--- src/sv/scc_pkg.sv ---
// Shared types, constants and month table for the seconds/calendar converter.
// No dependencies; imported by scc_split, scc_build and the top level.
`default_nettype none

package scc_pkg;

  // Pipeline depth: registered stages between the input and output ports
  localparam int NSTG = 6;

  // Per-stage load enables, driven by the top-level flow control
  typedef logic [NSTG-1:0] stage_en_t;

  // Mode codes
  localparam logic MODE_SPLIT = 1'b0;  // count -> calendar
  localparam logic MODE_BUILD = 1'b1;  // calendar -> count

  // Reciprocals for constant division (floor form corrected by one compare,
  // or exact ceiling form where noted)
  localparam logic [24:0] DAY_RECIP  = 25'd25451658;  // 2^34 / 675, floor
  localparam int          DAY_SHIFT  = 34;
  localparam logic [15:0] HOUR_RECIP = 16'd37283;     // 2^27 / 3600, ceiling, exact
  localparam logic [15:0] CYC_RECIP  = 16'd45933;     // 2^26 / 1461, floor
  localparam logic [16:0] WDAY_RECIP = 17'd74898;     // 2^19 / 7, floor
  localparam logic [12:0] MIN_RECIP  = 13'd4370;      // 2^18 / 60, ceiling, exact

  // Days before the start of month idx+1 (idx 0..12)
  function automatic logic [8:0] days_before(input logic leap, input logic [3:0] idx);
    logic [8:0] v;
    case (idx)
      4'd0:    v = 9'd0;
      4'd1:    v = 9'd31;
      4'd2:    v = leap ? 9'd60  : 9'd59;
      4'd3:    v = leap ? 9'd91  : 9'd90;
      4'd4:    v = leap ? 9'd121 : 9'd120;
      4'd5:    v = leap ? 9'd152 : 9'd151;
      4'd6:    v = leap ? 9'd182 : 9'd181;
      4'd7:    v = leap ? 9'd213 : 9'd212;
      4'd8:    v = leap ? 9'd244 : 9'd243;
      4'd9:    v = leap ? 9'd274 : 9'd273;
      4'd10:   v = leap ? 9'd305 : 9'd304;
      4'd11:   v = leap ? 9'd335 : 9'd334;
      4'd12:   v = leap ? 9'd366 : 9'd365;
      default: v = 9'd0;
    endcase
    return v;
  endfunction

endpackage

`default_nettype wire

--- src/sv/scc_split.sv ---
// Six-stage datapath splitting a seconds count into calendar fields.
// Depends on scc_pkg; stage loads are driven by the top level.
`default_nettype none

module scc_split #(
  parameter int EPOCH_YEAR = 2017
) (
  input  wire logic              clk,
  input  wire scc_pkg::stage_en_t stage_en,
  input  wire logic [31:0]       count_seconds,
  output logic [5:0]             second_r,
  output logic [5:0]             minute_r,
  output logic [4:0]             hour_r,
  output logic [2:0]             weekday_r,
  output logic [4:0]             day_r,
  output logic [3:0]             month_r,
  output logic [11:0]            year_r
);
  import scc_pkg::*;

  // Leap cycles are counted from the leap year at or before the epoch
  localparam int LEAP_PHASE = EPOCH_YEAR % 4;
  localparam int LEAP_BASE  = EPOCH_YEAR - LEAP_PHASE;
  localparam int CYC_OFF    = 365 * LEAP_PHASE + ((LEAP_PHASE != 0) ? 1 : 0);

  // S1
  logic [15:0] q0_r1;
  logic [24:0] x_r1;
  logic [6:0]  lo_r1;
  logic [49:0] day_prod;
  // S2
  logic [15:0] days_r2;
  logic [16:0] secs_r2;
  logic [25:0] day_rem;
  logic        day_ge;
  logic [15:0] days_nxt;
  logic [16:0] secs_nxt;
  // S3
  logic [16:0] secs_r3;
  logic [15:0] days_r3;
  logic [16:0] dsh_r3;
  logic [4:0]  hour_r3;
  logic [5:0]  cyc0_r3;
  logic [12:0] wq0_r3;
  logic [16:0] dsh;
  logic [31:0] hour_prod;
  logic [31:0] cyc_prod;
  logic [31:0] wday_prod;
  // S4
  logic [4:0]  hour_r4;
  logic [11:0] rem_r4;
  logic [5:0]  cyc_r4;
  logic [10:0] rc_r4;
  logic [2:0]  wd_r4;
  logic [16:0] cyc_rem;
  logic        cyc_ge;
  logic [15:0] wd_rem;
  logic        wd_ge;
  logic [11:0] rem_nxt;
  logic [5:0]  cyc_nxt;
  logic [10:0] rc_nxt;
  logic [2:0]  wd_nxt;
  // S5
  logic [4:0]  hour_r5;
  logic [2:0]  wd_r5;
  logic [11:0] rem_r5;
  logic [5:0]  minute_r5;
  logic [8:0]  yday_r5;
  logic        leap_r5;
  logic [11:0] year_r5;
  logic [24:0] min_prod;
  logic [1:0]  yic;
  logic [10:0] ystart;
  logic [8:0]  yday_nxt;
  logic [11:0] year_nxt;
  // S6
  logic [3:0]  month_nxt;
  logic [4:0]  day_nxt;
  logic [5:0]  second_nxt;

  // S1: days = count / 86400 = (count >> 7) / 675, estimate by reciprocal
  assign day_prod = 50'(count_seconds[31:7]) * 50'(DAY_RECIP);

  always_ff @(posedge clk) begin
    if (stage_en[0]) begin
      q0_r1 <= day_prod[DAY_SHIFT +: 16];
      x_r1  <= count_seconds[31:7];
      lo_r1 <= count_seconds[6:0];
    end
  end

  // S2: correct the estimate, seconds of day from the remainder
  always_comb begin
    day_rem  = 26'(x_r1) - 26'(q0_r1) * 26'd675;
    day_ge   = day_rem >= 26'd675;
    days_nxt = q0_r1 + 16'(day_ge);
    secs_nxt = day_ge ? {10'(day_rem - 26'd675), lo_r1} : {day_rem[9:0], lo_r1};
  end

  always_ff @(posedge clk) begin
    if (stage_en[1]) begin
      days_r2 <= days_nxt;
      secs_r2 <= secs_nxt;
    end
  end

  // S3: hour, leap cycle estimate and week estimate
  always_comb begin
    dsh       = 17'(days_r2) + 17'(CYC_OFF);
    hour_prod = 32'(secs_r2) * 32'(HOUR_RECIP);
    cyc_prod  = 32'(dsh) * 32'(CYC_RECIP);
    wday_prod = 32'(days_r2) * 32'(WDAY_RECIP);
  end

  always_ff @(posedge clk) begin
    if (stage_en[2]) begin
      secs_r3 <= secs_r2;
      days_r3 <= days_r2;
      dsh_r3  <= dsh;
      hour_r3 <= hour_prod[31:27];
      cyc0_r3 <= cyc_prod[31:26];
      wq0_r3  <= wday_prod[31:19];
    end
  end

  // S4: remainders, with one-step corrections for the leap cycle and the weekday
  always_comb begin
    rem_nxt = 12'(secs_r3 - 17'(hour_r3) * 17'd3600);
    cyc_rem = dsh_r3 - 17'(cyc0_r3) * 17'd1461;
    cyc_ge  = cyc_rem >= 17'd1461;
    cyc_nxt = cyc0_r3 + 6'(cyc_ge);
    rc_nxt  = cyc_ge ? 11'(cyc_rem - 17'd1461) : cyc_rem[10:0];
    wd_rem  = days_r3 - 16'(wq0_r3) * 16'd7;
    wd_ge   = wd_rem >= 16'd7;
    wd_nxt  = wd_ge ? 3'(wd_rem - 16'd7) : wd_rem[2:0];
  end

  always_ff @(posedge clk) begin
    if (stage_en[3]) begin
      hour_r4 <= hour_r3;
      rem_r4  <= rem_nxt;
      cyc_r4  <= cyc_nxt;
      rc_r4   <= rc_nxt;
      wd_r4   <= wd_nxt;
    end
  end

  // S5: minute estimate, year within the leap cycle
  always_comb begin
    min_prod = 25'(rem_r4) * 25'(MIN_RECIP);
    if (rc_r4 >= 11'd1096) begin
      yic    = 2'd3;
      ystart = 11'd1096;
    end else if (rc_r4 >= 11'd731) begin
      yic    = 2'd2;
      ystart = 11'd731;
    end else if (rc_r4 >= 11'd366) begin
      yic    = 2'd1;
      ystart = 11'd366;
    end else begin
      yic    = 2'd0;
      ystart = 11'd0;
    end
    yday_nxt = 9'(rc_r4 - ystart);
    year_nxt = 12'(LEAP_BASE) + 12'({cyc_r4, yic});
  end

  always_ff @(posedge clk) begin
    if (stage_en[4]) begin
      hour_r5   <= hour_r4;
      wd_r5     <= wd_r4;
      rem_r5    <= rem_r4;
      minute_r5 <= min_prod[23:18];
      yday_r5   <= yday_nxt;
      leap_r5   <= (yic == 2'd0);
      year_r5   <= year_nxt;
    end
  end

  // S6: month by threshold compares, day of month, second
  always_comb begin
    month_nxt = 4'd1;
    for (int i = 1; i < 12; i++) begin
      if (yday_r5 >= days_before(leap_r5, 4'(i))) month_nxt = 4'(i + 1);
    end
    day_nxt    = 5'(yday_r5 - days_before(leap_r5, month_nxt - 4'd1) + 9'd1);
    second_nxt = 6'(rem_r5 - 12'(minute_r5) * 12'd60);
  end

  always_ff @(posedge clk) begin
    if (stage_en[5]) begin
      second_r  <= second_nxt;
      minute_r  <= minute_r5;
      hour_r    <= hour_r5;
      weekday_r <= wd_r5;
      day_r     <= day_nxt;
      month_r   <= month_nxt;
      year_r    <= year_r5;
    end
  end

endmodule

`default_nettype wire

--- src/sv/scc_build.sv ---
// Six-stage datapath building a seconds count from calendar fields.
// Depends on scc_pkg; stage loads are driven by the top level.
`default_nettype none

module scc_build #(
  parameter int EPOCH_YEAR = 2017
) (
  input  wire logic              clk,
  input  wire scc_pkg::stage_en_t stage_en,
  input  wire logic [5:0]        second,
  input  wire logic [5:0]        minute,
  input  wire logic [4:0]        hour,
  input  wire logic [4:0]        day,
  input  wire logic [3:0]        month,
  input  wire logic [11:0]       year,
  output logic [31:0]            count_r,
  output logic                   range_error_r
);
  import scc_pkg::*;

  localparam logic [11:0] EPOCH_Y  = 12'(EPOCH_YEAR);
  localparam logic [9:0]  EPOCH_LD = 10'((EPOCH_YEAR - 1) / 4);

  // S1
  logic        bad_r1;
  logic [11:0] yoff_r1;
  logic [9:0]  leapd_r1;
  logic [8:0]  tb0_r1;
  logic [4:0]  dm1_r1;
  logic [5:0]  sec_r1;
  logic [5:0]  min_r1;
  logic [4:0]  hour_r1;
  logic        leap;
  logic [8:0]  tb0;
  logic [8:0]  tb1;
  logic        bad_nxt;
  logic [11:0] ym1;
  // S2
  logic        bad_r2;
  logic [20:0] days_r2;
  logic [16:0] tod_r2;
  // S3
  logic        bad_r3;
  logic [37:0] total_r3;
  // S4..S6
  logic        err_r4;
  logic [31:0] cnt_r4;
  logic        err_r5;
  logic [31:0] cnt_r5;
  logic        ovf;

  // S1: field checks and table lookups
  always_comb begin
    leap    = (year[1:0] == 2'd0);
    tb0     = days_before(leap, month - 4'd1);
    tb1     = days_before(leap, month);
    ym1     = year - 12'd1;
    bad_nxt = (second > 6'd59) || (minute > 6'd59) || (hour > 5'd23) ||
              (month == 4'd0) || (month > 4'd12) || (day == 5'd0) ||
              (year < EPOCH_Y) || (9'(day) > (tb1 - tb0));
  end

  always_ff @(posedge clk) begin
    if (stage_en[0]) begin
      bad_r1   <= bad_nxt;
      yoff_r1  <= year - EPOCH_Y;
      leapd_r1 <= ym1[11:2] - EPOCH_LD;
      tb0_r1   <= tb0;
      dm1_r1   <= day - 5'd1;
      sec_r1   <= second;
      min_r1   <= minute;
      hour_r1  <= hour;
    end
  end

  // S2: day number and second of day
  always_ff @(posedge clk) begin
    if (stage_en[1]) begin
      bad_r2  <= bad_r1;
      days_r2 <= 21'(yoff_r1) * 21'd365 + 21'(leapd_r1) + 21'(tb0_r1) + 21'(dm1_r1);
      tod_r2  <= 17'(hour_r1) * 17'd3600 + 17'(min_r1) * 17'd60 + 17'(sec_r1);
    end
  end

  // S3: full count, 38 bits wide so overflow stays visible
  always_ff @(posedge clk) begin
    if (stage_en[2]) begin
      bad_r3   <= bad_r2;
      total_r3 <= 38'(days_r2) * 38'd86400 + 38'(tod_r2);
    end
  end

  // S4: saturate / flag
  assign ovf = |total_r3[37:32];

  always_ff @(posedge clk) begin
    if (stage_en[3]) begin
      err_r4 <= bad_r3 | ovf;
      if (bad_r3) begin
        cnt_r4 <= '0;
      end else if (ovf) begin
        cnt_r4 <= '1;
      end else begin
        cnt_r4 <= total_r3[31:0];
      end
    end
  end

  // S5, S6: align with the split path
  always_ff @(posedge clk) begin
    if (stage_en[4]) begin
      err_r5 <= err_r4;
      cnt_r5 <= cnt_r4;
    end
    if (stage_en[5]) begin
      range_error_r <= err_r5;
      count_r       <= cnt_r5;
    end
  end

endmodule

`default_nettype wire

--- src/sv/seconds_calendar_converter.sv ---
// Seconds count <-> calendar converter: flow control, mode tracking, output select.
// Depends on scc_pkg, scc_split and scc_build.
//
// Usage:
//   Input channel (in_*): in_valid / in_stall. One transaction per item; in_mode
//   selects count-to-calendar (0, uses in_count_seconds) or calendar-to-count
//   (1, uses in_second .. in_year). Output channel (out_*): out_valid / out_stall,
//   exactly one result transaction for every input transaction, in order.
//   Fields not produced by the selected mode read as zero.
//   An accepted transaction passes through six register stages, each a short
//   step of constant multiplies, compares and adds, which carry a valid bit with
//   the data; out_valid is the valid bit of the last stage.
//   Throughput: one transaction per cycle while out_stall is low.
//   Stall: each stage loads when it is empty or the stage after it moves, so
//   bubbles close up and in_stall rises only once every stage holds an item
//   and out_stall is high. A stalled output holds its value.
//   Reset: rst_n (synchronous, active low) empties the pipeline; nothing is
//   emitted until new transactions arrive.
//   EPOCH_YEAR: year whose 1 January 00:00:00 is count zero; leap years are
//   the years divisible by four.
`default_nettype none

module seconds_calendar_converter #(
  parameter int EPOCH_YEAR = 2017
) (
  input  wire logic        clk,
  input  wire logic        rst_n,
  // input channel
  input  wire logic        in_valid,
  output logic             in_stall,
  input  wire logic        in_mode,
  input  wire logic [31:0] in_count_seconds,
  input  wire logic [5:0]  in_second,
  input  wire logic [5:0]  in_minute,
  input  wire logic [4:0]  in_hour,
  input  wire logic [4:0]  in_day,
  input  wire logic [3:0]  in_month,
  input  wire logic [11:0] in_year,
  // output channel
  output logic             out_valid,
  input  wire logic        out_stall,
  output logic [5:0]       out_second,
  output logic [5:0]       out_minute,
  output logic [4:0]       out_hour,
  output logic [2:0]       out_weekday,
  output logic [4:0]       out_day,
  output logic [3:0]       out_month,
  output logic [11:0]      out_year,
  output logic [31:0]      out_count,
  output logic             out_range_error
);
  import scc_pkg::*;

  stage_en_t       adv;
  logic [NSTG-1:0] vld_r;
  logic [NSTG-1:0] vld_nxt;
  logic [NSTG-1:0] mode_r;

  logic [5:0]  sp_second;
  logic [5:0]  sp_minute;
  logic [4:0]  sp_hour;
  logic [2:0]  sp_weekday;
  logic [4:0]  sp_day;
  logic [3:0]  sp_month;
  logic [11:0] sp_year;
  logic [31:0] bd_count;
  logic        bd_error;
  logic        last_split;

  // Stage k may load when empty or when stage k+1 loads; last stage
  // advances when the output is empty or being taken.
  always_comb begin
    adv[NSTG-1] = !vld_r[NSTG-1] || !out_stall;
    for (int k = NSTG - 2; k >= 0; k--) begin
      adv[k] = !vld_r[k] || adv[k+1];
    end
  end

  assign vld_nxt = {vld_r[NSTG-2:0], in_valid};

  always_ff @(posedge clk) begin
    if (!rst_n) begin
      vld_r <= '0;
    end else begin
      for (int k = 0; k < NSTG; k++) begin
        if (adv[k]) vld_r[k] <= vld_nxt[k];
      end
    end
  end

  // Mode travels with each transaction
  always_ff @(posedge clk) begin
    for (int k = 0; k < NSTG; k++) begin
      if (adv[k]) mode_r[k] <= (k == 0) ? in_mode : mode_r[(k == 0) ? 0 : k - 1];
    end
  end

  assign in_stall  = !adv[0];
  assign out_valid = vld_r[NSTG-1];

  scc_split #(
    .EPOCH_YEAR(EPOCH_YEAR)
  ) u_split (
    .clk          (clk),
    .stage_en     (adv),
    .count_seconds(in_count_seconds),
    .second_r     (sp_second),
    .minute_r     (sp_minute),
    .hour_r       (sp_hour),
    .weekday_r    (sp_weekday),
    .day_r        (sp_day),
    .month_r      (sp_month),
    .year_r       (sp_year)
  );

  scc_build #(
    .EPOCH_YEAR(EPOCH_YEAR)
  ) u_build (
    .clk          (clk),
    .stage_en     (adv),
    .second       (in_second),
    .minute       (in_minute),
    .hour         (in_hour),
    .day          (in_day),
    .month        (in_month),
    .year         (in_year),
    .count_r      (bd_count),
    .range_error_r(bd_error)
  );

  // Both paths run on every item; the mode picks which fields are live.
  assign last_split = (mode_r[NSTG-1] == MODE_SPLIT);

  assign out_second      = last_split ? sp_second  : '0;
  assign out_minute      = last_split ? sp_minute  : '0;
  assign out_hour        = last_split ? sp_hour    : '0;
  assign out_weekday     = last_split ? sp_weekday : '0;
  assign out_day         = last_split ? sp_day     : '0;
  assign out_month       = last_split ? sp_month   : '0;
  assign out_year        = last_split ? sp_year    : '0;
  assign out_count       = last_split ? '0 : bd_count;
  assign out_range_error = last_split ? 1'b0 : bd_error;

endmodule

`default_nettype wire

--- config.mk ---
export PLATFORM = sky130hd
export DESIGN_NAME = seconds_calendar_converter
export DESIGN_NICKNAME = d
export VERILOG_FILES = /design/src/sv/scc_pkg.sv /design/src/sv/scc_split.sv /design/src/sv/scc_build.sv /design/src/sv/seconds_calendar_converter.sv
export SDC_FILE = /design/constraint.sdc
export NUM_CORES = 2
export LEC_CHECK = 0
export BUFFER_PORTS_ARGS = -buffer_cell sky130_fd_sc_hd__buf_4
export CORE_MARGIN = 4
export CORE_UTILIZATION = 40
export CTS_CLUSTER_SIZE = 20
export DETAILED_ROUTE_END_ITERATION = 7
export GPL_TIMING_DRIVEN = 0
export PLACE_DENSITY = 0.52
export SLEW_MARGIN = 20
export SYNTH_ARGS = -nofsm -noshare
export SYNTH_HDL_FRONTEND = slang
export SYNTH_SLANG_ARGS = --single-unit
--- constraint.sdc ---
create_clock -name clk -period 12.38 [get_ports clk]
set_clock_uncertainty 0.2 [all_clocks]
set_input_delay 1.238 -clock clk [delete_from_list [all_inputs] [get_ports clk]]
set_output_delay 1.238 -clock clk [all_outputs]
set_load 0.01 [all_outputs]
* Yosys cells after proc, flatten, opt, wreduce, memory -nomap -nowiden
Cells that the tools add are included.
** Operators by class
- Reduce and logical (&&, ||, !) cells :: 26
- Multiply operators :: 14
- Multiplexer cells :: 55
- Add/sub/neg operators :: 28
- Magnitude comparators :: 23
- Divide/modulo/power cells :: 0
- Eq/ne operators :: 36
- Bitwise logic cells :: 1
- Shift-type cells :: 0
** Operators with widths (number)
- 9-bit one-hot mux with 12 select lines :: 2
- 17-bit by 16-bit multiplier with 32-bit output (second input constant) :: 2
- 32-bit two-way mux :: 2
- 4-bit == test (second input constant) :: 15
- 5-bit one-hot mux with 12 select lines :: 1
- 25-bit by 24-bit multiplier with 49-bit output (second input constant) :: 1
- 4-bit by 3-bit == test with 1-bit output (second input constant) :: 12
- 38-bit by 17-bit adder with 38-bit output :: 1
- 9-bit by 8-bit >= comparator with 1-bit output :: 4
- 4-bit two-way mux :: 8
- 16-bit by 16-bit multiplier with 31-bit output (second input constant) :: 1
- 21-bit by 10-bit multiplier with 31-bit output (second input constant) :: 1
- 3-bit two-way mux :: 10
- 9-bit >= comparator :: 3
- 9-bit two-way mux :: 3
- 26-bit by 10-bit >= comparator with 1-bit output (second input constant) :: 1
- 16-bit by 10-bit multiplier with 26-bit output (second input constant) :: 1
- 25-bit by 26-bit subtractor with 26-bit output :: 1
- 4-bit by 2-bit == test with 1-bit output (second input constant) :: 6
- 12-bit by 12-bit multiplier with 23-bit output (second input constant) :: 1
- 21-bit by 10-bit adder with 21-bit output :: 1
- 21-bit by 5-bit adder with 21-bit output :: 1
- 21-bit by 9-bit adder with 21-bit output :: 1
- 12-bit by 9-bit multiplier with 21-bit output (second input constant) :: 1
- other kinds (55) :: 103
** Word-level totals
- Output and inout port bits :: 76
- Memories kept :: 0
- Bits in writable memories :: 0
- Bits of input ports :: 75
- Bits in registers :: 513
- Bits in latches :: 0
- Bits in read-only memories :: 0

* Logic depth before layout (Yosys ltp)
- Depth in word-level cells :: 17
- Mapped depth :: 29

* Cells and area by module
Synthesis repeated with hierarchy kept, for this count alone.
** Unflattened totals
- Cell total of the unflattened synthesis :: 5302
- Area total of the unflattened synthesis :: 58099.5 sq um
** Modules (own cells, without submodules)
- scc_split :: cells each 3659, instances 1, area each 39770.6 sq um
- scc_build :: cells each 1529, instances 1, area each 17405.4 sq um
- seconds_calendar_converter :: cells each 114, instances 1, area each 923.4 sq um

* Worst setup path after synthesis
No wires, ideal clock.
- Path kind :: reg-to-reg
- Start point :: register u_split.days_r2[1]
- End point :: register u_split.cyc0_r3[4] (data pin)
- Clock period less this slack :: 7.720 ns
- Path slack :: 4.660 ns
- Cell stages (with the launch flop) :: 21
- Setup time :: 0.258 ns
- Arrival :: 7.262 ns
- Cell sequence :: edfxtp_1 > o31a_1 > o31ai_1 > a2111oi_0 > ha_1 > fa_1 > fa_1 > inv_1 > fa_1 > inv_1 > fa_1 > fa_1 > ha_1 > a21o_1 > a21o_1 > a21oi_1 > o211ai_1 > a31o_2 > or2_2 > a21oi_1 > xnor2_1
** On the way
- Cells in the longest elaborated chain, start to end :: 2
** Ends and longest elaborated chain
- start: declaration :: RTL line scc_split.sv:32 : logic [15:0] days_r2;
- start signal: assignment :: RTL line scc_split.sv:102 : days_r2 <= days_nxt;
- 16-bit by 9-bit adder with 17-bit output :: RTL line scc_split.sv:109 : dsh = 17'(days_r2) + 17'(CYC_OFF);
- net u_split.dsh[16] :: RTL line scc_split.sv:45 : logic [16:0] dsh;
- 17-bit by 16-bit multiplier with 32-bit output :: RTL line scc_split.sv:111 : cyc_prod = 32'(dsh) * 32'(CYC_RECIP);
- net u_split.cyc_prod[30] :: RTL line scc_split.sv:47 : logic [31:0] cyc_prod;
- end signal: assignment :: RTL line scc_split.sv:121 : cyc0_r3 <= cyc_prod[31:26];
- end: declaration :: RTL line scc_split.sv:43 : logic [5:0] cyc0_r3;
The timed path passes the listed nets, and every way through them passes these cells.
A chain may end at the register's enable or synchronous reset.

* Final worst setup path
Ends and elaborated chain as after synthesis.

==> flow_metrics.py <==
metrics = {
    "floorplan": {
        "start_util_pct": 40.4,
        "io_pins": 151,
        "core_region_area_mm2": 0.140,
        "die_h_um": 384,
        "rows": 137,
        "die_area_mm2": 0.148,
        "die_x_um": 384,
    },
    "yosys": {
        "async_flop_share_pct": 0,
        "synth_edf_count": 500,
        "mappedNetlistNets": 6949,
        "ys_seq_elements": 506,
        "yosysUniqueCellTypes": 96,
        "ys_seq_area_share_pct": 26.7,
        "synth_area_mm2": 0.0566,
        "ys_warn_count": 0,
        "synth.avg_cell_area_um2": 11.1,
        "syn_inst": 5108,
        "synthFlopType": "edfxtp_1",
    },
    "place": {
        "hpwl_mm": 93.3,
        "io_buffers": 145,
        "routabilityCongestion": 0.839,
    },
    "clock_tree": {
        "cts_hold_buf": 0,
        "clk_pin_slew_worst_paths_ps": 60,
        "clockRootBuffer": "clkbuf_16",
        "clock-sinks": 506,
        "cts_max_level": 2,
        "cts_resized": 0,
        "clock_path_buffers": 3,
        "post-cts-setup-buffers": 0,
        "cts_buffers": 61,
        "clkLatencyLatePin_ps": 670,
        "cts_tree": "yes",
    },
    "critical_path": {
        "critPathSlowestCell": "xnor2_1",
        "cp.required_ps": 12600,
        "max_stage_delay_ps": 800,
        "r2r_start": "u_split.days_r2[1]",
        "crit_path_start": "u_split.days_r2[1]",
        "worst_setup_path_start_kind": "flip-flop",
        "cp_common_cell": "fa_1",
        "end_kind": "flip-flop",
        "crit_arrival_ps": 9270,
        "cp_max_fo": 7,
        "critPathKind": "flip-flop to flip-flop",
    },
    "worst_hold_path": {
        "hold_start": "u_split.lo_r1[1]",
        "hold_path_class": "flip-flop to flip-flop",
    },
    "sta": {
        "setup_violations": 0,
        "max_slew_margin_pct": 27.4,
        "period_share_pct": 73.1,
        "rsz0062_at_grt": "no",
        "fmax_mhz": 110,
        "finalMaxSlewViolations": 0,
        "layout_min_cycle_time_ps": 9050,
        "fin_setup_tns_ps": 0,
        "worst_pin_slew_ps": 1080,
        "finalHoldViolations": 0,
    },
    "route": {
        "drt_wl_total_mm": 111,
        "antenna_left": 0,
        "drt_iter0_drc": 1221,
        "vias_per_cell": 4.76,
        "vias": 34500,
        "first_pass_iters": 6,
        "wl_met2_mm": 51.7,
        "routedWlPerCell_um": 15.4,
        "wl_met1_mm": 54.8,
        "remaining_drc_errors": 0,
        "top_layer": "met5",
        "route.met3.wl_mm": 3.07,
    },
    "layout": {
        "antenna_cells": 0,
        "nets": 7166,
        "regArea_mm2": 0.0151,
        "n_fill_cell": 13300,
        "multi_input_area_mm2": 0.0371,
        "drive_gt1_share_pct": 5.75,
        "area_growth_pct": 10.2,
    },
    "outcome": {
        "run_status": "complete, no violations",
    },
    "global_route": {
        "overflow": 0,
        "grt_pass1_wl_mm": 187,
        "grt.total_usage_pct": 15.6,
        "grt_pass1_vias": 36000,
        "antenna_found_initial": 2,
        "grt_max_degree": 79,
    },
    "run": {
        "drv_cap": 0,
    },
}
metrics by stage:
| step | std cells | cell area [µm²] | utilization, % | hold WS (ps) | setup WS, ps |
|---|---|---|---|---|---|
| 2_1_floorplan | 5108 | 56600 | - | 200 | 4660 |
| 3_3_place_gp | 7129 | 60000 | 42.9 | 201 | 2410 |
| 3_5_place_dp | 7138 | 60300 | 43.0 | 205 | 3430 |
| 4_1_cts | 7249 | 62300 | 44.5 | 185 | 3400 |
| 5_1_grt | 7249 | 62300 | 44.5 | 196 | 2750 |
| 6_report | 7249 | 62300 | 44.5 | 194 | 3330 |
kinds of logic (layout without fill, tap and decap cells):
logic type	count (synthesis)	count (layout)	share of synthesized area, %
buf+inv	1182	1447	7.87
mux	11	11	0.212
xor+xnor	291	291	4.50
fa+ha+maj	1766	1766	46.8
compound gates	620	620	7.33
simple gates	732	732	6.49
flops	506	506	26.7
cell usage after synthesis (all sizes together) (18+ instances only):
| cell type | instances | area (µm²) |
|---|---|---|
| a21o | 93 | 698 |
| nand2 | 132 | 495 |
| nor2b | 86 | 546 |
| a211oi | 18 | 145 |
| edfxtp | 500 | 15000 |
| inv | 1135 | 4260 |
| nor3 | 49 | 255 |
| xnor2 | 207 | 1810 |
| and3 | 20 | 125 |
| nand3 | 53 | 265 |
| a31oi | 20 | 125 |
| nor2 | 218 | 818 |
| and2 | 46 | 288 |
| clkbuf | 37 | 139 |
| fa | 588 | 11800 |
| a21oi | 170 | 858 |
| o21ai | 118 | 591 |
| o21bai | 21 | 158 |
| nand2b | 33 | 206 |
| xor2 | 84 | 736 |
| ha | 1178 | 14700 |
| o21a | 34 | 257 |
| nand4 | 25 | 156 |
path summary, 6_finish.rpt:
kind,endpoint,slack [ps],cells past startpoint
worst min register to register,u_split.secs_r2[1],190,0
worst min-delay path,u_split.secs_r2[1],190,0
worst max-delay path,u_split.cyc0_r3[4],3330,28
worst max register to register,u_split.cyc0_r3[4],3330,28
layer usage:
layer	GRT usage, %	up-vias
met3	1.79	95
met1	22.3	16500
met2	25.9	334
met4	2.77	2
met5	0	-
li1	-	17500
layout make-up:
cell class              count  area share, %
plain buffers              46          0.305
clock buffers              66           2.48
clock inverters            45          0.821
inverters                1136           6.85
multi-input cells        3420           59.4
flip-flops and latches    506           24.3
well taps                1876           3.76
repair buffers            154           2.07
state kept, by name (all words and copies together) (netlist names), 16 cells and up:
name,count
u_split.dsh_r3,17
u_build.cnt_r4,32
u_build.cnt_r5,32
u_build.tod_r2,17
u_build.count_r,32
u_split.q0_r1,16
u_build.days_r2,21
u_split.days_r2,16
u_split.x_r1,25
u_build.total_r3,38
u_split.secs_r2,17
cells in the final DEF (no fill, tap or decap), drive strengths merged, types with 17 or more instances in the layout:
cell and n:
a211oi 18, a21o 93, a21oi 170, a31oi 20
and2 46, and3 20, buf 163, clkbuf 103
clkinv 30, edfxtp 500, fa 588, ha 1178
inv 1139, nand2 132, nand2b 33, nand3 53
nand4 25, nor2 218, nor2b 86, nor3 49
o211ai 17, o21a 34, o21ai 118, o21bai 21
xnor2 207, xor2 84
critical path: cells and delay by family (launching register included):
| family | cells | cell delay, ps |
|---|---|---|
| adder cells (fa/ha/maj) | 8 | 3810 |
| AO/OA/AOI/OAI | 7 | 1630 |
| AND/OR/NAND/NOR | 8 | 1290 |
| XOR/XNOR | 2 | 880 |
| flip-flops | 1 | 610 |
| buffers and inverters | 3 | 430 |
Power is left out: the tool's default activity adds up to more than one toggle a clock period on the data nets, which glitch-free logic cannot reach.
